$ cat src/rtl/asas_pkg.sv
package asas_pkg;

  localparam int CNT_W     = 16;  // sample_count and pass counter
  localparam int MASK_W    = 8;   // channel_mask
  localparam int CH_OUT_W  = 3;   // channel field of a result word
  localparam int SUM_W     = 26;  // running sum, saturating
  localparam int CFG_IDX_W = 1;

  localparam logic [CFG_IDX_W-1:0] CFG_SAMPLE_COUNT = 1'b0;
  localparam logic [CFG_IDX_W-1:0] CFG_CHANNEL_MASK = 1'b1;

  localparam logic [CNT_W-1:0]  SAMPLE_COUNT_RST = 16'd1;
  localparam logic [MASK_W-1:0] CHANNEL_MASK_RST = 8'd0;

  // Scan sequencer phases
  typedef enum logic [2:0] {
    PH_ADVANCE   = 3'd0,
    PH_START     = 3'd1,
    PH_WAIT_IDLE = 3'd2,
    PH_WAIT_DONE = 3'd3,
    PH_FINISH    = 3'd4
  } phase_e;

  // Engine states of the top level
  typedef enum logic [2:0] {
    ENG_IDLE,
    ENG_ACC,
    ENG_EMIT,
    ENG_PUB_RD,
    ENG_PUB_OUT
  } eng_e;

  // What one poll tick asks of the engine
  typedef struct packed {
    logic publish;
    logic accumulate;
    logic start_conv;
    logic clear_done;
  } step_t;

endpackage

$ cat src/rtl/asas_in_if.sv
interface asas_in_if #(
  parameter int SAMPLE_BITS = 10
);
  logic                   valid;
  logic                   ready;
  logic                   conv_busy;
  logic                   conv_done;
  logic [SAMPLE_BITS-1:0] sample;

  modport source (output valid, conv_busy, conv_done, sample, input ready);
  modport sink   (input valid, conv_busy, conv_done, sample, output ready);
endinterface

$ cat src/rtl/asas_out_if.sv
interface asas_out_if;
  logic                          valid;
  logic                          ready;
  logic                          kind;
  logic [asas_pkg::CH_OUT_W-1:0] channel;
  logic                          start_conversion;
  logic                          clear_done;
  logic [asas_pkg::SUM_W-1:0]    sum_value;
  logic                          last;

  modport source (output valid, kind, channel, start_conversion, clear_done, sum_value, last,
                  input ready);
  modport sink   (input valid, kind, channel, start_conversion, clear_done, sum_value, last,
                  output ready);
endinterface

$ cat src/rtl/adc_scan_accumulate_sequencer_unit.sv
// Round-robin converter scan sequencer with per-channel sample accumulation.
//
// in_i  : one word per poll tick (conv_busy, conv_done, sample).
// out_o : result words. A normal tick gives one control word (kind 0, last 1)
//         with the selected channel and the start / clear strobes. A tick that
//         closes the last pass gives CHANNELS sum words (kind 1) in channel
//         order, the final one marked last, and the sums restart from zero.
// cfg_* : register writes, index 0 sample_count, 1 channel_mask; only while idle.
//
// Timing: ready is high whenever the engine is idle, even if a result word is
// still waiting in the output register. The control word of a taken tick is
// loaded there from the emit state, entered through the accumulate state when
// the sample is added to its sum (read, then saturating write of the sum
// memory). No new tick is taken until the engine is idle. A publish tick reads
// the sum memory entry by entry and holds the input until its last sum word is
// loaded. A stalled receiver holds the output register; the engine waits on it.
// Reset: sequencer at the advance phase on the last channel, pass count zero,
// all sums read as zero (entry valid bits, no clearing pass), sample_count 1,
// channel_mask 0.
module adc_scan_accumulate_sequencer_unit #(
  parameter int CHANNELS    = 8,
  parameter int SAMPLE_BITS = 10
) (
  input  logic                            clk_i,
  input  logic                            rst_ni,
  asas_in_if.sink                         in_i,
  asas_out_if.source                      out_o,
  input  logic                            cfg_we_i,
  input  logic [asas_pkg::CFG_IDX_W-1:0]  cfg_idx_i,
  input  logic [asas_pkg::CNT_W-1:0]      cfg_data_i
);

  localparam int CH_W = (CHANNELS > 1) ? $clog2(CHANNELS) : 1;
  localparam int SW   = asas_pkg::SUM_W;

  // config registers
  logic [asas_pkg::CNT_W-1:0]  sample_count_q;
  logic [asas_pkg::MASK_W-1:0] channel_mask_q;

  always_ff @(posedge clk_i or negedge rst_ni) begin
    if (!rst_ni) begin
      sample_count_q <= asas_pkg::SAMPLE_COUNT_RST;
      channel_mask_q <= asas_pkg::CHANNEL_MASK_RST;
    end else if (cfg_we_i) begin
      case (cfg_idx_i)
        asas_pkg::CFG_SAMPLE_COUNT: sample_count_q <= cfg_data_i;
        asas_pkg::CFG_CHANNEL_MASK: channel_mask_q <= cfg_data_i[asas_pkg::MASK_W-1:0];
        default: ;
      endcase
    end
  end

  // engine control
  asas_pkg::eng_e  state_q, state_d;
  logic            in_ready, accept, slot_free;
  logic            rd_en, we, clr_all, load_ctl, load_pub;
  logic [CH_W-1:0] rd_addr;

  // sequencer
  logic [CH_W-1:0] seq_chan, seq_chan_next;
  asas_pkg::step_t step;

  asas_seq #(
    .CHANNELS (CHANNELS),
    .CH_W     (CH_W)
  ) u_seq (
    .clk_i          (clk_i),
    .rst_ni         (rst_ni),
    .step_en_i      (accept),
    .conv_busy_i    (in_i.conv_busy),
    .conv_done_i    (in_i.conv_done),
    .sample_count_i (sample_count_q),
    .channel_mask_i (channel_mask_q),
    .chan_o         (seq_chan),
    .chan_next_o    (seq_chan_next),
    .step_o         (step)
  );

  // sum store; accumulate is read at accept, written back the next cycle,
  // and no new tick is taken before the write, so no forwarding is needed
  logic [SW-1:0]   rd_data, wr_data;
  logic [SW:0]     acc_sum;
  logic [SAMPLE_BITS-1:0] sample_q;

  assign acc_sum = {1'b0, rd_data} + (SW + 1)'(sample_q);
  assign wr_data = acc_sum[SW] ? '1 : acc_sum[SW-1:0];   // saturate

  asas_sum_mem #(
    .DEPTH (CHANNELS),
    .AW    (CH_W),
    .DW    (SW)
  ) u_sum_mem (
    .clk_i     (clk_i),
    .rst_ni    (rst_ni),
    .rd_en_i   (rd_en),
    .rd_addr_i (rd_addr),
    .rd_data_o (rd_data),
    .we_i      (we),
    .wr_addr_i (seq_chan),
    .wr_data_i (wr_data),
    .clr_all_i (clr_all)
  );

  // publish walk
  logic [CH_W-1:0] pub_idx_q;
  logic            pub_last;

  assign pub_last = (pub_idx_q == CH_W'(CHANNELS - 1));

  // output register
  logic                           out_valid_q, out_valid_d;
  logic                           out_kind_q, out_start_q, out_clr_q, out_last_q;
  logic [asas_pkg::CH_OUT_W-1:0]  out_chan_q;
  logic [SW-1:0]                  out_sum_q;

  // pending control word of the current tick
  logic [asas_pkg::CH_OUT_W-1:0]  res_chan_q;
  logic                           res_start_q, res_clr_q;

  assign slot_free = !out_valid_q || out_o.ready;
  assign accept    = in_i.valid && in_ready;

  // next state
  always_comb begin
    state_d = state_q;
    case (state_q)
      asas_pkg::ENG_IDLE: begin
        if (accept) begin
          if (step.publish) begin
            state_d = asas_pkg::ENG_PUB_RD;
          end else if (step.accumulate) begin
            state_d = asas_pkg::ENG_ACC;
          end else begin
            state_d = asas_pkg::ENG_EMIT;
          end
        end
      end
      asas_pkg::ENG_ACC:    state_d = asas_pkg::ENG_EMIT;
      asas_pkg::ENG_EMIT: begin
        if (slot_free) begin
          state_d = asas_pkg::ENG_IDLE;
        end
      end
      asas_pkg::ENG_PUB_RD: state_d = asas_pkg::ENG_PUB_OUT;
      asas_pkg::ENG_PUB_OUT: begin
        if (slot_free) begin
          state_d = pub_last ? asas_pkg::ENG_IDLE : asas_pkg::ENG_PUB_RD;
        end
      end
      default: state_d = asas_pkg::ENG_IDLE;
    endcase
  end

  // state outputs
  always_comb begin
    in_ready = 1'b0;
    rd_en    = 1'b0;
    rd_addr  = seq_chan;
    we       = 1'b0;
    load_ctl = 1'b0;
    load_pub = 1'b0;
    case (state_q)
      asas_pkg::ENG_IDLE: begin
        in_ready = 1'b1;
        rd_en    = in_i.valid && step.accumulate;
      end
      asas_pkg::ENG_ACC:     we       = 1'b1;
      asas_pkg::ENG_EMIT:    load_ctl = slot_free;
      asas_pkg::ENG_PUB_RD: begin
        rd_en   = 1'b1;
        rd_addr = pub_idx_q;
      end
      asas_pkg::ENG_PUB_OUT: load_pub = slot_free;
      default: ;
    endcase
  end

  assign clr_all     = load_pub && pub_last;
  assign in_i.ready  = in_ready;
  assign out_valid_d = (load_ctl || load_pub) ? 1'b1 : (out_o.ready ? 1'b0 : out_valid_q);

  always_ff @(posedge clk_i or negedge rst_ni) begin
    if (!rst_ni) begin
      state_q     <= asas_pkg::ENG_IDLE;
      pub_idx_q   <= '0;
      out_valid_q <= 1'b0;
    end else begin
      state_q     <= state_d;
      out_valid_q <= out_valid_d;
      if (load_pub) begin
        pub_idx_q <= pub_last ? '0 : pub_idx_q + CH_W'(1);
      end
    end
  end

  // payload registers
  always_ff @(posedge clk_i) begin
    if (accept) begin
      sample_q    <= in_i.sample;
      res_chan_q  <= asas_pkg::CH_OUT_W'(seq_chan_next);
      res_start_q <= step.start_conv;
      res_clr_q   <= step.clear_done;
    end
    if (load_ctl) begin
      out_kind_q  <= 1'b0;
      out_chan_q  <= res_chan_q;
      out_start_q <= res_start_q;
      out_clr_q   <= res_clr_q;
      out_sum_q   <= '0;
      out_last_q  <= 1'b1;
    end else if (load_pub) begin
      out_kind_q  <= 1'b1;
      out_chan_q  <= asas_pkg::CH_OUT_W'(pub_idx_q);
      out_start_q <= 1'b0;
      out_clr_q   <= 1'b0;
      out_sum_q   <= rd_data;
      out_last_q  <= pub_last;
    end
  end

  assign out_o.valid            = out_valid_q;
  assign out_o.kind             = out_kind_q;
  assign out_o.channel          = out_chan_q;
  assign out_o.start_conversion = out_start_q;
  assign out_o.clear_done       = out_clr_q;
  assign out_o.sum_value        = out_sum_q;
  assign out_o.last             = out_last_q;

endmodule

$ cat src/rtl/asas_sum_mem.sv
module asas_sum_mem #(
  parameter int DEPTH = 8,
  parameter int AW    = 3,
  parameter int DW    = 26
) (
  input  logic          clk_i,
  input  logic          rst_ni,
  input  logic          rd_en_i,
  input  logic [AW-1:0] rd_addr_i,
  output logic [DW-1:0] rd_data_o,
  input  logic          we_i,
  input  logic [AW-1:0] wr_addr_i,
  input  logic [DW-1:0] wr_data_i,
  input  logic          clr_all_i
);

  logic [DW-1:0]    mem_q [DEPTH];
  logic [DW-1:0]    rdata_q;
  logic [DEPTH-1:0] valid_q;
  logic             rvalid_q;

  always_ff @(posedge clk_i) begin
    if (we_i) begin
      mem_q[wr_addr_i] <= wr_data_i;
    end
    if (rd_en_i) begin
      rdata_q <= mem_q[rd_addr_i];
    end
  end

  // entry valid bits: an entry never written since the last clear reads as zero
  always_ff @(posedge clk_i or negedge rst_ni) begin
    if (!rst_ni) begin
      valid_q  <= '0;
      rvalid_q <= 1'b0;
    end else begin
      if (clr_all_i) begin
        valid_q <= '0;
      end else if (we_i) begin
        valid_q[wr_addr_i] <= 1'b1;
      end
      if (rd_en_i) begin
        rvalid_q <= valid_q[rd_addr_i];
      end
    end
  end

  assign rd_data_o = rvalid_q ? rdata_q : '0;

endmodule

$ cat src/rtl/asas_seq.sv
module asas_seq #(
  parameter int CHANNELS = 8,
  parameter int CH_W     = 3
) (
  input  logic                         clk_i,
  input  logic                         rst_ni,
  input  logic                         step_en_i,
  input  logic                         conv_busy_i,
  input  logic                         conv_done_i,
  input  logic [asas_pkg::CNT_W-1:0]   sample_count_i,
  input  logic [asas_pkg::MASK_W-1:0]  channel_mask_i,
  output logic [CH_W-1:0]              chan_o,
  output logic [CH_W-1:0]              chan_next_o,
  output asas_pkg::step_t              step_o
);

  asas_pkg::phase_e             phase_q, phase_d;
  logic [CH_W-1:0]              chan_q, chan_d, chan_adv;
  logic [asas_pkg::CNT_W-1:0]   pass_q, pass_d;
  logic [asas_pkg::CNT_W:0]     pass_inc;
  logic [2:0]                   mask_idx;
  logic                         wrap, enabled;
  asas_pkg::step_t              step;

  always_comb begin
    wrap     = (chan_q == CH_W'(CHANNELS - 1));
    chan_adv = wrap ? '0 : chan_q + CH_W'(1);
    // compare before truncation: a full counter always publishes
    pass_inc = {1'b0, pass_q} + (asas_pkg::CNT_W + 1)'(1);
    mask_idx = 3'(chan_adv);
    enabled  = (int'(chan_adv) < asas_pkg::MASK_W) && channel_mask_i[mask_idx];

    phase_d = phase_q;
    chan_d  = chan_q;
    pass_d  = pass_q;
    step    = '0;
    case (phase_q)
      asas_pkg::PH_ADVANCE: begin
        chan_d = chan_adv;
        if (wrap) begin
          if (pass_inc > {1'b0, sample_count_i}) begin
            pass_d       = asas_pkg::CNT_W'(1);
            step.publish = 1'b1;
          end else begin
            pass_d = pass_inc[asas_pkg::CNT_W-1:0];
          end
        end
        if (enabled) begin
          phase_d = asas_pkg::PH_START;
        end
      end
      asas_pkg::PH_START: begin
        if (!conv_busy_i) begin
          step.start_conv = 1'b1;
          phase_d         = asas_pkg::PH_WAIT_IDLE;
        end
      end
      asas_pkg::PH_WAIT_IDLE: begin
        if (!conv_busy_i) begin
          phase_d = asas_pkg::PH_WAIT_DONE;
        end
      end
      asas_pkg::PH_WAIT_DONE: begin
        if (conv_done_i) begin
          step.clear_done = 1'b1;
          step.accumulate = 1'b1;
          phase_d         = asas_pkg::PH_FINISH;
        end
      end
      default: begin
        phase_d = asas_pkg::PH_ADVANCE;
      end
    endcase
  end

  always_ff @(posedge clk_i or negedge rst_ni) begin
    if (!rst_ni) begin
      phase_q <= asas_pkg::PH_ADVANCE;
      chan_q  <= CH_W'(CHANNELS - 1);
      pass_q  <= '0;
    end else if (step_en_i) begin
      phase_q <= phase_d;
      chan_q  <= chan_d;
      pass_q  <= pass_d;
    end
  end

  assign chan_o      = chan_q;
  assign chan_next_o = chan_d;
  assign step_o      = step;

endmodule

$ cat src/flat_wrapper.sv
// flat-port wrapper written by rule: the top's interface ports become plain ports
module adc_scan_accumulate_sequencer_unit_flat 
#(
  parameter int CHANNELS    = 8,
  parameter int SAMPLE_BITS = 10
)
  (clk_i, rst_ni, cfg_we_i, cfg_idx_i, cfg_data_i, in_i_valid, in_i_conv_busy, in_i_conv_done, in_i_sample, in_i_ready, out_o_valid, out_o_kind, out_o_channel, out_o_start_conversion, out_o_clear_done, out_o_sum_value, out_o_last, out_o_ready);
  asas_in_if #(.SAMPLE_BITS(SAMPLE_BITS)) in_i_i ();
  asas_out_if out_o_i ();
  input  logic clk_i;
  input  logic rst_ni;
  input  logic cfg_we_i;
  input  logic [asas_pkg::CFG_IDX_W-1:0] cfg_idx_i;
  input  logic [asas_pkg::CNT_W-1:0] cfg_data_i;
  input wire logic [$bits(in_i_i.valid)-1:0] in_i_valid;
  input wire logic [$bits(in_i_i.conv_busy)-1:0] in_i_conv_busy;
  input wire logic [$bits(in_i_i.conv_done)-1:0] in_i_conv_done;
  input wire logic [$bits(in_i_i.sample)-1:0] in_i_sample;
  output wire logic [$bits(in_i_i.ready)-1:0] in_i_ready;
  output wire logic [$bits(out_o_i.valid)-1:0] out_o_valid;
  output wire logic [$bits(out_o_i.kind)-1:0] out_o_kind;
  output wire logic [$bits(out_o_i.channel)-1:0] out_o_channel;
  output wire logic [$bits(out_o_i.start_conversion)-1:0] out_o_start_conversion;
  output wire logic [$bits(out_o_i.clear_done)-1:0] out_o_clear_done;
  output wire logic [$bits(out_o_i.sum_value)-1:0] out_o_sum_value;
  output wire logic [$bits(out_o_i.last)-1:0] out_o_last;
  input wire logic [$bits(out_o_i.ready)-1:0] out_o_ready;
  assign in_i_i.valid = in_i_valid;
  assign in_i_i.conv_busy = in_i_conv_busy;
  assign in_i_i.conv_done = in_i_conv_done;
  assign in_i_i.sample = in_i_sample;
  assign in_i_ready = in_i_i.ready;
  assign out_o_valid = out_o_i.valid;
  assign out_o_kind = out_o_i.kind;
  assign out_o_channel = out_o_i.channel;
  assign out_o_start_conversion = out_o_i.start_conversion;
  assign out_o_clear_done = out_o_i.clear_done;
  assign out_o_sum_value = out_o_i.sum_value;
  assign out_o_last = out_o_i.last;
  assign out_o_i.ready = out_o_ready;
  adc_scan_accumulate_sequencer_unit #(.CHANNELS(CHANNELS), .SAMPLE_BITS(SAMPLE_BITS)) u_core (.clk_i(clk_i), .rst_ni(rst_ni), .in_i(in_i_i), .out_o(out_o_i), .cfg_we_i(cfg_we_i), .cfg_idx_i(cfg_idx_i), .cfg_data_i(cfg_data_i));
endmodule
$ cat config.mk
export PLATFORM = sky130hd
export DESIGN_NAME = adc_scan_accumulate_sequencer_unit_flat
export DESIGN_NICKNAME = d
export VERILOG_FILES = /design/src/rtl/asas_pkg.sv /design/src/rtl/asas_in_if.sv /design/src/rtl/asas_out_if.sv /design/src/rtl/adc_scan_accumulate_sequencer_unit.sv /design/src/rtl/asas_sum_mem.sv /design/src/rtl/asas_seq.sv /design/src/flat_wrapper.sv
export SDC_FILE = /design/constraint.sdc
export NUM_CORES = 1
export LEC_CHECK = 0
export BUFFER_PORTS_ARGS = -buffer_cell sky130_fd_sc_hd__buf_2
export CAP_MARGIN = 20
export CORE_ASPECT_RATIO = 1.2
export CORE_MARGIN = 2
export CORE_UTILIZATION = 55
export DETAILED_ROUTE_END_ITERATION = 12
export GPL_TIMING_DRIVEN = 0
export PLACE_DENSITY = 0.74
export SLEW_MARGIN = 30
export SYNTH_ARGS = -nofsm -noshare
export SYNTH_HDL_FRONTEND = slang
export SYNTH_SLANG_ARGS = --single-unit
$ cat constraint.sdc
create_clock -name clk_i -period 3.4 [get_ports clk_i]
set_input_delay 0 -clock clk_i [delete_from_list [all_inputs] [get_ports clk_i]]
set_output_delay 0 -clock clk_i [all_outputs]
set_load 0.1 [all_outputs]
==> flow_metrics.tcl <==
set metrics [dict create \
    crit_chain "buf_4 -> and2_2 -> ha_2 -> inv_1 -> fa_2 -> nor2b_4 -> o211ai_2 -> a31oi_4 -> o41ai_4 -> buf_4 -> nor2_4 -> and3_4 -> buf_6 -> or3_4" \
    synth_area_um2 15000 \
    post_dp_cell_area_um2 16100 \
    cts_tree "done" \
    tightest_slew_ns 0.979 \
    peakVddDrop_mv 0.510 \
    critical-path-slowest-cell "or3_4" \
    instances_no_fill 1874 \
    p_comb_frac 0.349 \
    route.detailed.wl_per_inst_um 21.2 \
    cp-startpoint "u_core.u_sum_mem.rvalid_q" \
    finalHoldViolations 0 \
    antenna_left 0 \
    p_int_mw 8.98 \
    synthSimpleGateAreaFrac 0.187 \
    die_h_um 185 \
    cts_max_level 2 \
    synth-seq-cells 344 \
    synth_seq_area_share 0.649 \
    relSlewSlack 0.343 \
    final_max_slew_viol_count 0 \
    status "finished clean" \
    antenna_found_initial 0 \
    critPathMaxStageDelay_ns 0.44 \
    grt_max_degree 42 \
    avgSynthCellArea_um2 11.2 \
    drt_first_pass_iters 8 \
    clock.fmax_mhz 299 \
    arrival_ns 3.58 \
    final_area_um2 17800 \
    final_util 0.659 \
    fin_nets 1574 \
    period_needed_ns 3.34 \
    io_buffers 68 \
    p_switching_mw 5.49 \
    vias_per_cell 5.94 \
    cts_root_buffer "clkbuf_16" \
    die_x_um 155 \
    skew_ns 0.0368 \
    crit_path_start_kind "flip-flop" \
    async_flop_share 0.180 \
    synthAdderAreaFrac 0.0272 \
    core-area_um2 27000 \
    drc 0 \
    yosys.area_share.xor_xnor 0.0163 \
    pwr-share-seq 0.399 \
    end_kind "flip-flop" \
    muxShareOfSynthArea 0.0196 \
    synth_flop_cell "edfxtp_1" \
    synth-edff-count 254 \
    num_vias 11100 \
    place.gp.congestion 0.879 \
    ys_types 67 \
    period_share 0.982 \
    crit_type "flip-flop to flip-flop" \
    initial_utilization 0.556 \
    track_usage 0.279 \
    setup_viol 0 \
    path_buf_inv 4 \
    antenna_cells 0 \
    postSynthCellCount 1340 \
    yosys_warnings 0 \
    max_cap_viol_count 0 \
    drt-total-wl_um 39700 \
    crit_family "simple AND/OR/NAND/NOR gates" \
    first_iter_violations 1036 \
    fin_hold_ws_ns 0.0189 \
    p_per_area_nw_per_um2 813 \
    cts_buffers 35 \
    ios 69 \
    areaGrowthSynthToFinish_pct 18.6 \
    holdCritStartpoint "cfg_we_i" \
    hold_path.class "input pin to flip-flop" \
    clk_pin_slew_worst_paths_ns 0.06 \
    drive_gt1_frac 0.162 \
    dieArea_um2 28600 \
    cts.sinks 344 \
    path_common_cell "buf_4" \
    insertion_delay_ns 0.53 \
    crit_path_max_fanout 10 \
    first_global_vias 11000 \
    grt_pass1_wl_um 60800 \
    cp_data_required_time_ns 3.64 \
    clk_path_buf_depth 3 \
    rows 66 \
    overflow 0 \
    rsz0062_at_grt "yes" \
    most-common-layout-cells "353 x nand2_1, 254 x edfxtp_1, 158 x nand3_1" \
    synth_compound_area_frac 0.0758 \
    mostFrequentLayoutCell "nand2_1" \
    reg2reg_from "u_core.u_sum_mem.rvalid_q" \
    dpl.hpwl_um 26300 \
    switching_share 0.379 \
    total_leakage_power_nw 6.97 \
    numPlacedInstances 1763 \
    syn-num-nets 1406 \
    synth_top_family_by_area "simple AND/OR/NAND/NOR gates" \
    nFillCells 1986 \
    clock_power_share 0.252 \
]
sequential cells by signal (all words and copies together) (netlist names), 3 cells and up:
| register | flops |
|---|---|
| u_core.u_sum_mem.valid_q | 8 |
| u_core.sample_count_q | 16 |
| u_core.u_seq.chan_o | 3 |
| u_core.u_sum_mem.rdata_q | 26 |
| u_core.res_chan_q | 3 |
| u_core.channel_mask_q | 8 |
| u_core.sample_q | 10 |
| u_core.pub_idx_q | 3 |
| u_core.u_sum_mem.mem_q | 208 |
| u_core.out_o.sum_value | 26 |
| u_core.u_seq.phase_q | 3 |
| u_core.out_o.channel | 3 |
| u_core.state_q | 3 |
| u_core.u_seq.pass_q | 16 |
tightest hold or removal path, delay by kind of cell:
family                 cells  cell delay [ns]
buffers and inverters      1             0.10
and+or+nand+nor            1             0.17
muxes                      1             0.23
power by group through the flow:
stage | clock network [mW] | logic [mW] | registers (mW)
global placement | 0 | 4.56 | 5.84
detailed placement | 0 | 4.73 | 5.84
CTS | 3.67 | 4.91 | 5.76
finish | 3.65 | 5.05 | 5.77
floorplan | 0 | 2.74 | 6.34
global route | 3.84 | 5.43 | 5.80
per-layer routing:
metal | vias to the layer above | global-route usage | share of wire
met3 | 119 | 0.0363 | 0.074
met1 | 5378 | 0.343 | 0.37
met4 | 0 | 0.141 | 0.052
met2 | 547 | 0.489 | 0.50
met5 | - | 0 | 0
li1 | 5092 | - | -
area by class of cell:
cell class | count | area [µm²] | area share
Tap cell | 340 | 425 | 0.0239
Buffer | 69 | 288 | 0.0162
Timing Repair Buffer | 132 | 1030 | 0.0577
Multi-Input combinational cell | 898 | 5120 | 0.288
Clock buffer | 48 | 997 | 0.0560
Inverter | 28 | 105 | 0.00590
Clock inverter | 15 | 90.1 | 0.00506
Sequential cell | 344 | 9750 | 0.547
worst paths after layout:
| kind | end | slack [ns] | cells past startpoint |
|---|---|---|---|
| worst max-delay path | u_core.u_sum_mem.mem_q[3][19] | 0.06 | 14 |
| worst min-delay path | u_core.sample_count_q[0] | 0.02 | 3 |
| worst max register to register | u_core.u_sum_mem.mem_q[3][19] | 0.06 | 14 |
| worst min register to register | u_core.out_o.sum_value[16] | 0.45 | 2 |
| max in group asynchronous | u_core.sample_count_q[13] | 2.38 | 4 |
| min in group asynchronous | u_core.out_o.valid | 0.56 | 4 |
Yosys cell counts, types with 3 or more instances:
master / instances / area, µm²
nand2_1: 356 / 1340
edfxtp_1: 254 / 7630
nand3_1: 160 / 801
o21ai_0: 64 / 320
clkbuf_1: 58 / 218
dfrtp_1: 58 / 1450
a21oi_1: 53 / 265
nor2_1: 36 / 135
ha_1: 31 / 388
dfxtp_1: 28 / 561
inv_1: 27 / 101
mux2_2: 17 / 191
and2_1: 15 / 93.8
xor2_1: 15 / 131
nor3_1: 14 / 70.1
xnor2_1: 13 / 114
nand2b_1: 12 / 75.1
and3_1: 11 / 68.8
o21a_1: 11 / 82.6
mux2i_1: 8 / 80.1
a21o_1: 7 / 52.6
a21o_2: 7 / 61.3
buf_2: 7 / 35.0
a22o_1: 6 / 52.6
a211oi_1: 5 / 37.5
nand4_1: 5 / 31.3
buf_1: 4 / 15.0
dfstp_2: 4 / 105
nor2b_1: 4 / 25.0
a31oi_1: 3 / 18.8
nor3b_1: 3 / 22.5
o22ai_1: 3 / 18.8
or3_1: 3 / 18.8
repair_timing:
action                     4_1_cts  5_1_grt
pin swaps                        6        9
buffers inserted                 6        9
hold buffers                    34        0
resized for setup               29       23
setup endpoints to repair      225       87
hold endpoints to repair       107        0
kinds of logic (layout without fill, tap and decap cells):
kind of cell,after synthesis,count (layout)
and+or+nand+nor,632,632
adders and majority gates,32,32
xor gates and xnor gates,28,28
buffers and inverters,98,292
DFF,344,344
muxes,26,26
AOI/OAI and AO/OA,180,180
per-stage QoR:
step	total power, mW	TNS [ns]	setup slack (ns)
floorplan	9.07	0	0.144
global placement	10.4	-272.92	-1.68
detailed placement	10.6	-165.96	-1.11
CTS	14.3	0	0.00423
global route	15.1	-0.189	-0.0460
finish	14.5	0	0.0609
(Power assumes the default switching activity.)
